`config.mk`:
```
export PLATFORM = sky130hd
export DESIGN_NAME = sha256_stream_hasher_core_flat
export DESIGN_NICKNAME = d
export VERILOG_FILES = /design/src/hw/rtl/shs_pkg.sv /design/src/hw/rtl/shs_ifs.sv /design/src/hw/rtl/shs_compress.sv /design/src/hw/rtl/sha256_stream_hasher_core.sv /design/src/flat_wrapper.sv
export SDC_FILE = /design/constraint.sdc
export NUM_CORES = 2
export LEC_CHECK = 0
export CAP_MARGIN = 30
export CORE_MARGIN = 1
export CORE_UTILIZATION = 55
export CTS_BUF_LIST = sky130_fd_sc_hd__clkbuf_4 sky130_fd_sc_hd__clkbuf_8 sky130_fd_sc_hd__clkbuf_16
export DETAILED_ROUTE_END_ITERATION = 16
export DONT_BUFFER_PORTS = 1
export PLACE_DENSITY = 0.77
export SLEW_MARGIN = 15
export SYNTH_ARGS = -nofsm -noshare
export SYNTH_HDL_FRONTEND = slang
export SYNTH_SLANG_ARGS = --single-unit
```
`constraint.sdc`:
```
create_clock -name clock -period 117.7 [get_ports clock]
set_input_delay 0 -clock clock [delete_from_list [all_inputs] [get_ports clock]]
set_output_delay 0 -clock clock [all_outputs]
set_load 0.05 [all_outputs]
```
`src/hw/rtl/shs_pkg.sv`:
```
// Shared types and constants for the SHA-256 stream hasher.
package shs_pkg;

   localparam int WordBits = 32;
   localparam int Rounds   = 64;

   // SHA-256 initial hash value, element 0 is word a.
   localparam logic [7:0][WordBits-1:0] HASH_IV = {
      32'h5be0cd19, 32'h1f83d9ab, 32'h9b05688c, 32'h510e527f,
      32'ha54ff53a, 32'h3c6ef372, 32'hbb67ae85, 32'h6a09e667
   };

   localparam logic [WordBits-1:0] ROUND_K [Rounds] = '{
      32'h428a2f98, 32'h71374491, 32'hb5c0fbcf, 32'he9b5dba5,
      32'h3956c25b, 32'h59f111f1, 32'h923f82a4, 32'hab1c5ed5,
      32'hd807aa98, 32'h12835b01, 32'h243185be, 32'h550c7dc3,
      32'h72be5d74, 32'h80deb1fe, 32'h9bdc06a7, 32'hc19bf174,
      32'he49b69c1, 32'hefbe4786, 32'h0fc19dc6, 32'h240ca1cc,
      32'h2de92c6f, 32'h4a7484aa, 32'h5cb0a9dc, 32'h76f988da,
      32'h983e5152, 32'ha831c66d, 32'hb00327c8, 32'hbf597fc7,
      32'hc6e00bf3, 32'hd5a79147, 32'h06ca6351, 32'h14292967,
      32'h27b70a85, 32'h2e1b2138, 32'h4d2c6dfc, 32'h53380d13,
      32'h650a7354, 32'h766a0abb, 32'h81c2c92e, 32'h92722c85,
      32'ha2bfe8a1, 32'ha81a664b, 32'hc24b8b70, 32'hc76c51a3,
      32'hd192e819, 32'hd6990624, 32'hf40e3585, 32'h106aa070,
      32'h19a4c116, 32'h1e376c08, 32'h2748774c, 32'h34b0bcb5,
      32'h391c0cb3, 32'h4ed8aa4a, 32'h5b9cca4f, 32'h682e6ff3,
      32'h748f82ee, 32'h78a5636f, 32'h84c87814, 32'h8cc70208,
      32'h90befffa, 32'ha4506ceb, 32'hbef9a3f7, 32'hc67178f2
   };

   localparam logic [7:0] PAD_MARK  = 8'h80;
   localparam logic [5:0] LEN_START = 6'd56;

   // Request mode codes
   localparam logic MODE_DATA   = 1'b0;
   localparam logic MODE_FINISH = 1'b1;

   // Sequencer to compression engine
   typedef struct packed {
      logic       push;       // shift one byte into the block buffer
      logic [7:0] push_byte;
      logic       start;      // run the 64 rounds over the buffer
      logic       init;       // reload the initial hash value
   } shs_ctl_type;

   // Compression engine to sequencer
   typedef struct packed {
      logic                       busy;
      logic [7:0][WordBits-1:0]   hash;
   } shs_sts_type;

endpackage

```
`src/hw/rtl/shs_ifs.sv`:
```
// Handshake interfaces for the request and response channels.
interface shs_req_if;
   logic       valid;
   logic       ready;
   logic       mode;
   logic [7:0] data_byte;

   modport source (output valid, output mode, output data_byte, input ready);
   modport sink   (input valid, input mode, input data_byte, output ready);
endinterface

interface shs_rsp_if;
   logic        valid;
   logic        ready;
   logic [31:0] digest_word;
   logic [2:0]  word_index;
   logic        last_word;

   modport source (output valid, output digest_word, output word_index, output last_word,
                   input ready);
   modport sink   (input valid, input digest_word, input word_index, input last_word,
                   output ready);
endinterface

```
`src/hw/rtl/shs_compress.sv`:
```
// Block buffer, message schedule and one-round-per-cycle compression engine.
module shs_compress
   import shs_pkg::*;
(
   input  logic        clock,
   input  logic        reset,
   input  shs_ctl_type ctl,
   output shs_sts_type sts
);

   localparam logic [1:0] P_IDLE   = 2'd0;
   localparam logic [1:0] P_ROUND  = 2'd1;
   localparam logic [1:0] P_UPDATE = 2'd2;

   function automatic logic [31:0] rotr(input logic [31:0] x, input int n);
      rotr = (x >> n) | (x << (32 - n));
   endfunction

   // The buffer doubles as the schedule window: word 0 (top bits) is W[t].
   logic [511:0]       sched_ff, sched_in;
   logic [7:0][31:0]   work_ff, work_in;
   logic [7:0][31:0]   hash_ff, hash_in;
   logic [1:0]         phase_ff, phase_in;
   logic [5:0]         round_ff, round_in;

   logic [31:0] w0, w1, w9, w14, w_next;
   logic [31:0] s0_big, s1_big, ch, maj, t1, t2;

   always_comb begin
      w0  = sched_ff[511 -: 32];
      w1  = sched_ff[479 -: 32];
      w9  = sched_ff[223 -: 32];
      w14 = sched_ff[63 -: 32];
      w_next = (rotr(w14, 17) ^ rotr(w14, 19) ^ (w14 >> 10)) + w9
             + (rotr(w1, 7) ^ rotr(w1, 18) ^ (w1 >> 3)) + w0;

      s1_big = rotr(work_ff[4], 6) ^ rotr(work_ff[4], 11) ^ rotr(work_ff[4], 25);
      ch     = (work_ff[4] & work_ff[5]) ^ (~work_ff[4] & work_ff[6]);
      t1     = work_ff[7] + s1_big + ch + ROUND_K[round_ff] + w0;
      s0_big = rotr(work_ff[0], 2) ^ rotr(work_ff[0], 13) ^ rotr(work_ff[0], 22);
      maj    = (work_ff[0] & work_ff[1]) ^ (work_ff[0] & work_ff[2])
             ^ (work_ff[1] & work_ff[2]);
      t2     = s0_big + maj;
   end

   always_comb begin
      sched_in = sched_ff;
      work_in  = work_ff;
      hash_in  = hash_ff;
      phase_in = phase_ff;
      round_in = round_ff;
      unique case (phase_ff)
         P_IDLE: begin
            if (ctl.push) begin
               sched_in = {sched_ff[503:0], ctl.push_byte};
            end
            if (ctl.init) begin
               hash_in = HASH_IV;
            end
            if (ctl.start) begin
               work_in  = hash_ff;
               round_in = '0;
               phase_in = P_ROUND;
            end
         end
         P_ROUND: begin
            sched_in   = {sched_ff[479:0], w_next};
            work_in[0] = t1 + t2;
            work_in[1] = work_ff[0];
            work_in[2] = work_ff[1];
            work_in[3] = work_ff[2];
            work_in[4] = work_ff[3] + t1;
            work_in[5] = work_ff[4];
            work_in[6] = work_ff[5];
            work_in[7] = work_ff[6];
            round_in   = round_ff + 6'd1;
            if (round_ff == 6'(Rounds - 1)) begin
               phase_in = P_UPDATE;
            end
         end
         P_UPDATE: begin
            for (int k = 0; k < 8; k++) begin
               hash_in[k] = hash_ff[k] + work_ff[k];
            end
            phase_in = P_IDLE;
         end
         default: begin
            phase_in = P_IDLE;
         end
      endcase
   end

   always_ff @(posedge clock) begin
      if (reset) begin
         phase_ff <= P_IDLE;
         round_ff <= '0;
         hash_ff  <= HASH_IV;
      end else begin
         phase_ff <= phase_in;
         round_ff <= round_in;
         hash_ff  <= hash_in;
      end
   end

   always_ff @(posedge clock) begin
      sched_ff <= sched_in;
      work_ff  <= work_in;
   end

   always_comb begin
      sts.busy = (phase_ff != P_IDLE);
      sts.hash = hash_ff;
   end

endmodule

```
`src/hw/rtl/sha256_stream_hasher_core.sv`:
```
// SHA-256 stream hasher top level: byte intake, padding sequencer and digest output.
//
//   channel | direction | payload                               | accepted when
//   req     | in        | mode, data_byte                       | req.valid && req.ready
//   rsp     | out       | digest_word, word_index, last_word    | rsp.valid && rsp.ready
//
// The 64th byte of a block also starts the compression engine (64 rounds at
// one per cycle, one hash update, one hand-back). A finish pushes padding one byte
// a cycle while no compression runs (up to 8 + 56 + 8 bytes), runs one or two
// compressions, then presents the eight digest words, one per transaction.
// req.ready is low from a finish until the last digest word is taken; rsp stalls
// simply hold the current word. Synchronous reset restores the initial hash.
module sha256_stream_hasher_core
   import shs_pkg::*;
(
   input  logic      clock,
   input  logic      reset,
   shs_req_if.sink   req,
   shs_rsp_if.source rsp
);

   localparam logic [2:0] S_IDLE = 3'd0;
   localparam logic [2:0] S_WAIT = 3'd1;
   localparam logic [2:0] S_ZERO = 3'd2;
   localparam logic [2:0] S_LEN  = 3'd3;
   localparam logic [2:0] S_OUT  = 3'd4;

   logic [2:0]  state_ff, state_in;
   logic [2:0]  ret_ff, ret_in;
   logic [5:0]  fill_ff, fill_in;
   logic [63:0] bits_ff, bits_in;
   logic [2:0]  len_cnt_ff, len_cnt_in;
   logic [2:0]  idx_ff, idx_in;

   shs_ctl_type ctl;
   shs_sts_type sts;
   logic        req_fire, rsp_fire;

   shs_compress u_compress (
      .clock (clock),
      .reset (reset),
      .ctl   (ctl),
      .sts   (sts)
   );

   assign req.ready = (state_ff == S_IDLE);
   assign req_fire  = req.valid && req.ready;
   assign rsp_fire  = rsp.valid && rsp.ready;

   assign rsp.valid       = (state_ff == S_OUT);
   assign rsp.digest_word = sts.hash[idx_ff];
   assign rsp.word_index  = idx_ff;
   assign rsp.last_word   = (idx_ff == 3'd7);

   always_comb begin
      state_in   = state_ff;
      ret_in     = ret_ff;
      fill_in    = fill_ff;
      bits_in    = bits_ff;
      len_cnt_in = len_cnt_ff;
      idx_in     = idx_ff;
      ctl        = '0;

      unique case (state_ff)
         S_IDLE: begin
            if (req_fire) begin
               ctl.push = 1'b1;
               fill_in  = fill_ff + 6'd1;
               if (req.mode == MODE_DATA) begin
                  ctl.push_byte = req.data_byte;
                  bits_in       = bits_ff + 64'd8;
                  ret_in        = S_IDLE;
               end else begin
                  ctl.push_byte = PAD_MARK;
                  ret_in        = S_ZERO;
                  state_in      = S_ZERO;
               end
               if (fill_ff == 6'd63) begin
                  ctl.start = 1'b1;
                  state_in  = S_WAIT;
               end
            end
         end
         S_ZERO: begin
            if (fill_ff == LEN_START) begin
               len_cnt_in = '0;
               state_in   = S_LEN;
            end else begin
               ctl.push = 1'b1;
               fill_in  = fill_ff + 6'd1;
               if (fill_ff == 6'd63) begin
                  ctl.start = 1'b1;
                  ret_in    = S_ZERO;
                  state_in  = S_WAIT;
               end
            end
         end
         S_LEN: begin
            // length goes out big-endian; eight shifts also leave the count at zero
            ctl.push      = 1'b1;
            ctl.push_byte = bits_ff[63:56];
            bits_in       = {bits_ff[55:0], 8'h00};
            fill_in       = fill_ff + 6'd1;
            len_cnt_in    = len_cnt_ff + 3'd1;
            if (len_cnt_ff == 3'd7) begin
               ctl.start = 1'b1;
               ret_in    = S_OUT;
               idx_in    = '0;
               state_in  = S_WAIT;
            end
         end
         S_WAIT: begin
            if (!sts.busy) begin
               state_in = ret_ff;
            end
         end
         S_OUT: begin
            if (rsp_fire) begin
               idx_in = idx_ff + 3'd1;
               if (idx_ff == 3'd7) begin
                  ctl.init = 1'b1;
                  state_in = S_IDLE;
               end
            end
         end
         default: begin
            state_in = S_IDLE;
         end
      endcase
   end

   always_ff @(posedge clock) begin
      if (reset) begin
         state_ff   <= S_IDLE;
         ret_ff     <= S_IDLE;
         fill_ff    <= '0;
         bits_ff    <= '0;
         len_cnt_ff <= '0;
         idx_ff     <= '0;
      end else begin
         state_ff   <= state_in;
         ret_ff     <= ret_in;
         fill_ff    <= fill_in;
         bits_ff    <= bits_in;
         len_cnt_ff <= len_cnt_in;
         idx_ff     <= idx_in;
      end
   end

endmodule

```
`src/flat_wrapper.sv`:
```
// flat-port wrapper written by rule: the top's interface ports become plain ports
module sha256_stream_hasher_core_flat import shs_pkg::*;
  (clock, reset, req_valid, req_mode, req_data_byte, req_ready, rsp_valid, rsp_digest_word, rsp_word_index, rsp_last_word, rsp_ready);
  shs_req_if req_i ();
  shs_rsp_if rsp_i ();
  input  logic clock;
  input  logic reset;
  input wire logic [$bits(req_i.valid)-1:0] req_valid;
  input wire logic [$bits(req_i.mode)-1:0] req_mode;
  input wire logic [$bits(req_i.data_byte)-1:0] req_data_byte;
  output wire logic [$bits(req_i.ready)-1:0] req_ready;
  output wire logic [$bits(rsp_i.valid)-1:0] rsp_valid;
  output wire logic [$bits(rsp_i.digest_word)-1:0] rsp_digest_word;
  output wire logic [$bits(rsp_i.word_index)-1:0] rsp_word_index;
  output wire logic [$bits(rsp_i.last_word)-1:0] rsp_last_word;
  input wire logic [$bits(rsp_i.ready)-1:0] rsp_ready;
  assign req_i.valid = req_valid;
  assign req_i.mode = req_mode;
  assign req_i.data_byte = req_data_byte;
  assign req_ready = req_i.ready;
  assign rsp_valid = rsp_i.valid;
  assign rsp_digest_word = rsp_i.digest_word;
  assign rsp_word_index = rsp_i.word_index;
  assign rsp_last_word = rsp_i.last_word;
  assign rsp_i.ready = rsp_ready;
  sha256_stream_hasher_core u_core (.clock(clock), .reset(reset), .req(req_i), .rsp(rsp_i));
endmodule
```
---- Word-level counts from Yosys, hierarchy flattened ----
Memories as Yosys holds them, arrays and structs flattened.
Cells that the tools add are included.
word-level totals
  RAM bits ................................ 0
  bits in read-only memories .............. 2,048
  bits in latches ......................... 0
  memories kept ........................... 1
  bits in registers ....................... 1,114
  output and inout port bits .............. 38
  bits of input ports ..................... 13
memories
  name             depth  bits a word  rd ports  clocked after memory_dff  write ports  RTL line            RTL
  (no name shown)  64     32           1         0                         0            shs_compress.sv:39  t1 = work_ff[7] + s1_big + ch + ROUND_K[round_ff] + w0;
operators by class
  shift-type cells ........................ 0
  reductions and logical operators ........ 21
  divide/modulo/power cells ............... 0
  add/sub/neg operators ................... 23
  muxes and demuxes ....................... 54
  bitwise operators ....................... 28
  equality and inequality tests ........... 26
  multiply operators ...................... 0
  order comparisons ....................... 2
operators by type and width
  cell                                            number
  case mux 256 bit (2 select lines)               2
  case mux 512 bit (2 select lines)               1
  adder 32 bit                                    18
  2-to-1 mux 256 bit                              2
  2-to-1 mux 512 bit                              1
  bitwise XOR 32 bit                              9
  AND 32 bit                                      5
  2-to-1 mux 64 bit                               2
  case mux 64 bit (2 select lines)                1
  binary-select mux 32 bit (select 3 bit)         1
  2-to-1 mux 32 bit                               3
  adder 64 x 4 -> 64 bit (second input constant)  1
  2-to-1 mux 3 bit                                16
  NOT 32 bit                                      1
  bitwise OR 10 x 32 -> 32 bit                    1
  bitwise OR 13 x 32 -> 32 bit                    1
  bitwise OR 14 x 32 -> 32 bit                    1
  bitwise OR 15 x 32 -> 32 bit                    1
  bitwise OR 19 x 32 -> 32 bit                    1
  bitwise OR 21 x 32 -> 32 bit                    1
  bitwise OR 25 x 32 -> 32 bit                    1
  bitwise OR 26 x 32 -> 32 bit                    1
  bitwise OR 30 x 32 -> 32 bit                    1
  bitwise OR 7 x 32 -> 32 bit                     1
  39 further kinds                                81

---- Longest topological paths before layout ----
  depth after elaboration ................. 9
  mapped depth ............................ 34
  gate-level depth less buffers ........... 33

---- By module ----
Synthesis repeated with hierarchy kept, for this count alone.
unflattened totals
  cell total of the unflattened synthesis .. 8,573
  area, all modules ....................... 75,780.2 sq um
modules (own cells, without submodules)
  module                     area each (sq um)  cells an instance  seq. area each (sq um)  times used
  shs_compress               68,733.4           7,771              28,347.2                1
  sha256_stream_hasher_core  7,046.8            802                1,561.5                 1

---- Worst setup path before layout ----
No wires, ideal clock.
  path type ............................... register -> register
  start point ............................. reg u_core.fill_ff[0]
  end point ............................... reg u_core.u_compress.sched_ff[0], enable pin
  setup time .............................. 2,096 ps
  cell stages (with the launch flop) ...... 10
  path slack .............................. 78,577 ps
  arrival time ............................ 37,027 ps
  required time ........................... 115,604 ps
  cells stage by stage .................... dfxtp_1 inv_1 ha_1 nand4_1 nor2_1 a211oi_1 o21ai_0 nand2_1 inv_1 o21ai_0
between the ends
  longest elaborated chain between the ends .. 5
RTL lines
  what                                     RTL line                          RTL
  from (decl)                              sha256_stream_hasher_core.sv:30   logic [5:0] fill_ff, fill_in;
  from (signal assigned)                   sha256_stream_hasher_core.sv:143  fill_ff <= fill_in;
  == test 6 bit                            sha256_stream_hasher_core.sv:85   if (fill_ff == LEN_START) begin
  2-to-1 mux 1 bit                         sha256_stream_hasher_core.sv:85
  case mux 1 bit (3 select lines)          sha256_stream_hasher_core.sv:64   unique case (state_ff)
  != test 2 x 1 -> 1 bit (no source line)  n/a
  AND reduction 2 bit (no source line)     n/a
  to (signal assigned)                     shs_compress.sv:106               sched_ff <= sched_in;
  to (decl)                                shs_compress.sv:20                logic [511:0] sched_ff, sched_in;
No other way between the ends.
A chain may end at the register's enable or synchronous reset.

==> metrics.yaml <==
status: "completed"
cts_sinks: 1110
yosys.cell_types.count: 87
portBuffers: 0
postSynth.asyncResetShare_pct: 0
initial_utilization_pct: 55.6
ant_nets: 0
wirelength_um: 228000
cts_inserted_buffers: 119
cp_max_fo: 27
cts_buffer_depth: 3
finalSetupViolCount: 0
min_delay_path_depth: 5
synth_edf_count: 768
max_freq_mhz: 103
ys.flop_type: "edfxtp_1"
cts.clk_slew.worst_paths_ps: 70
placed_cell_area_um2: 75600
synth_nets: 8996
insertion_delay_ps: 790
initialDrtViolationCount: 7248
hpwlAfterDp_um: 163000
drv_cap: 0
drive_above_1_share_pct: 5.83
root_buffer: "clkbuf_16"
grtUsageTotal_pct: 32.7
slew_headroom_pct: 24.1
overflow: 0
die_y_um: 370
fin_skew_ps: 52.7
synthesis.area_um2: 74400
antenna_found_initial: 1
fin_tns_setup_ps: 0
critPathLaunchType: "flop"
coreArea_um2: 134000
cp.required_ps: 118180
cts_max_level: 3
hold_class: "input port to flop"
grt_setup_unrepaired: "no"
arrival_ps: 10220
synth_most_common_cell: "nand2_1"
post_cts_resized: 0
maxSlewViolCount: 0
num_rows: 134
cts_tree: "done"
drc: 0
finalCriticalPeriod_ps: 9730
grt_pass1_vias: 59070
synth_common_cells: "2432 x nand2_1, 768 x edfxtp_1, 473 x nor2_1, 423 x clkbuf_1, 414 x a21oi_1"
final_cell_count_no_fill: 9984
worst-setup-path-type: "flop to flop"
avgSynthCellArea_um2: 8.88
first_pass_iters: 12
fillers: 11249
gp_congestion: 1.00
vias: 61507
endpoint_kind: "flop"
yosys.area.top_type_share_pct: 31.0
dieArea_um2: 137000
synth_cells: 8384
final_nets: 8725
syn_to_final_growth_pct: 7.07
post-route-period-util_pct: 8.27
grt_pass1_wl_um: 345000
ys_seq_area_share_pct: 40.2
wl_per_cell_um: 22.8
cpPeakStageDelay_ps: 760
design_area_um2: 79700
synth.area.top_cells: "edfxtp_1 31%, nand2_1 12%, dfxtp_1 9.2%"
grt_max_degree: 264
io_pins: 51
rr_worst_depth: 31
final_hold_viol_count: 0
via_per_inst: 6.16
dp_cells: 9744
fp.dieW_um: 370
worst_pin_slew_ps: 1140
ys_seq_elements: 1110
cp_slowest_cell: "a211oi_1"
yosys_warnings: 0
synth_top_area_cell: "edfxtp_1"
==> worst paths after layout <==
check             slack (ps)                                 endpoint                                        from
setup reg to reg      107970  u_core.u_compress.work_ff[31]$_DFFE_PP_  u_core.u_compress.round_ff[0]$_SDFFE_PP0P_
setup / recovery      107970  u_core.u_compress.work_ff[31]$_DFFE_PP_  u_core.u_compress.round_ff[0]$_SDFFE_PP0P_
hold reg to reg          470          u_core.bits_ff[47]$_SDFFE_PP0P_             u_core.bits_ff[47]$_SDFFE_PP0P_
hold / removal            70  u_core.u_compress.sts[224]$_SDFFE_PP1P_                                   rsp_ready
==> state kept, by name (all words and copies together), names as in the netlist <==
register and cells:
u_core.rsp.word_index 3, u_core.bits_ff 61, u_core.u_compress.phase_ff 2, u_core.u_compress.work_ff 256
u_core.fill_ff 6, u_core.u_compress.sched_ff 512, u_core.u_compress.sts 256, u_core.len_cnt_ff 3
u_core.u_compress.round_ff 6, u_core.ret_ff 2, u_core.state_ff 3
==> critical path: cells and delay by family (launching register included) <==
family / cells / cell delay, ps
compound gates: 14 / 3720
fa+ha+maj: 6 / 2950
buf+inv: 4 / 1150
simple gates: 5 / 830
xor+xnor: 2 / 480
flops: 1 / 300
==> placed cells by master (no fill, tap or decap), types with 28 or more instances in the layout <==
cell          n
nand3_1      96
clkbuf_4     39
buf_4        62
o31ai_1      28
o22ai_1      87
fa_1        197
dfxtp_1     336
nand2b_1     62
a22oi_1      82
a21o_1      161
inv_1       352
nor2_1      469
mux2_2       66
a31oi_1      45
nor3_1       85
or3_1        36
a21oi_1     414
o21a_1       61
edfxtp_1    768
ha_1        402
xnor2_1     395
o21bai_1     48
nand2_1    2429
clkbuf_16   119
nor2b_1      36
mux4_2       67
nand4_1      41
a211oi_1    100
o21ai_0     401
xor2_1      215
==> per-stage QoR <==
step           setup WS [ps]  hold slack, ps  util [%]
6_report              107970            68.9      59.6
3_5_place_dp          108140             129      56.5
4_1_cts               108100            17.7      59.6
5_1_grt               107360            62.8      59.6
2_1_floorplan          78580             252         -
3_3_place_gp          108200             127      56.4
==> cells by family (layout without fill, tap and decap cells) <==
kind of cell	count (synthesis)	count (layout)	share of synthesized area [%]
buffers and inverters	835	666	4.21
AOI/OAI and AO/OA	1662	1662	14.2
muxes	152	152	3.28
and+or+nand+nor	3395	3395	18.6
xor gates and xnor gates	610	610	7.18
DFF	1110	1110	40.2
adders and majority gates	620	620	12.3
other	0	1	0
==> layer usage <==
metal / global-route usage, % / wire length (um)
met1: 42.2 / 88700
met2: 52.8 / 106000
met3: 5.27 / 20000
met4: 17.3 / 13300
met5: 0 / 0
==> layout make-up <==
cell class / count / area [um^2] / share of cell area, %
Tap cell: 1768 / 2210 / 2.78
Timing Repair Buffer: 86 / 795 / 0.997
Clock inverter: 55 / 517 / 0.648
Multi-Input combinational cell: 6439 / 41500 / 52.1
Clock buffer: 168 / 3410 / 4.28
Antenna cell: 1 / 2.50 / 0.00314
Sequential cell: 1110 / 29900 / 37.5
Inverter: 357 / 1340 / 1.68
==> timing repair <==
item                      4_1_cts  5_1_grt
hold buffers                   14        0
hold endpoints to repair      252        0
buffers inserted                0        0
Power is left out: the tool's default activity adds up to more than one toggle a clock period on the data nets, which glitch-free logic cannot reach.
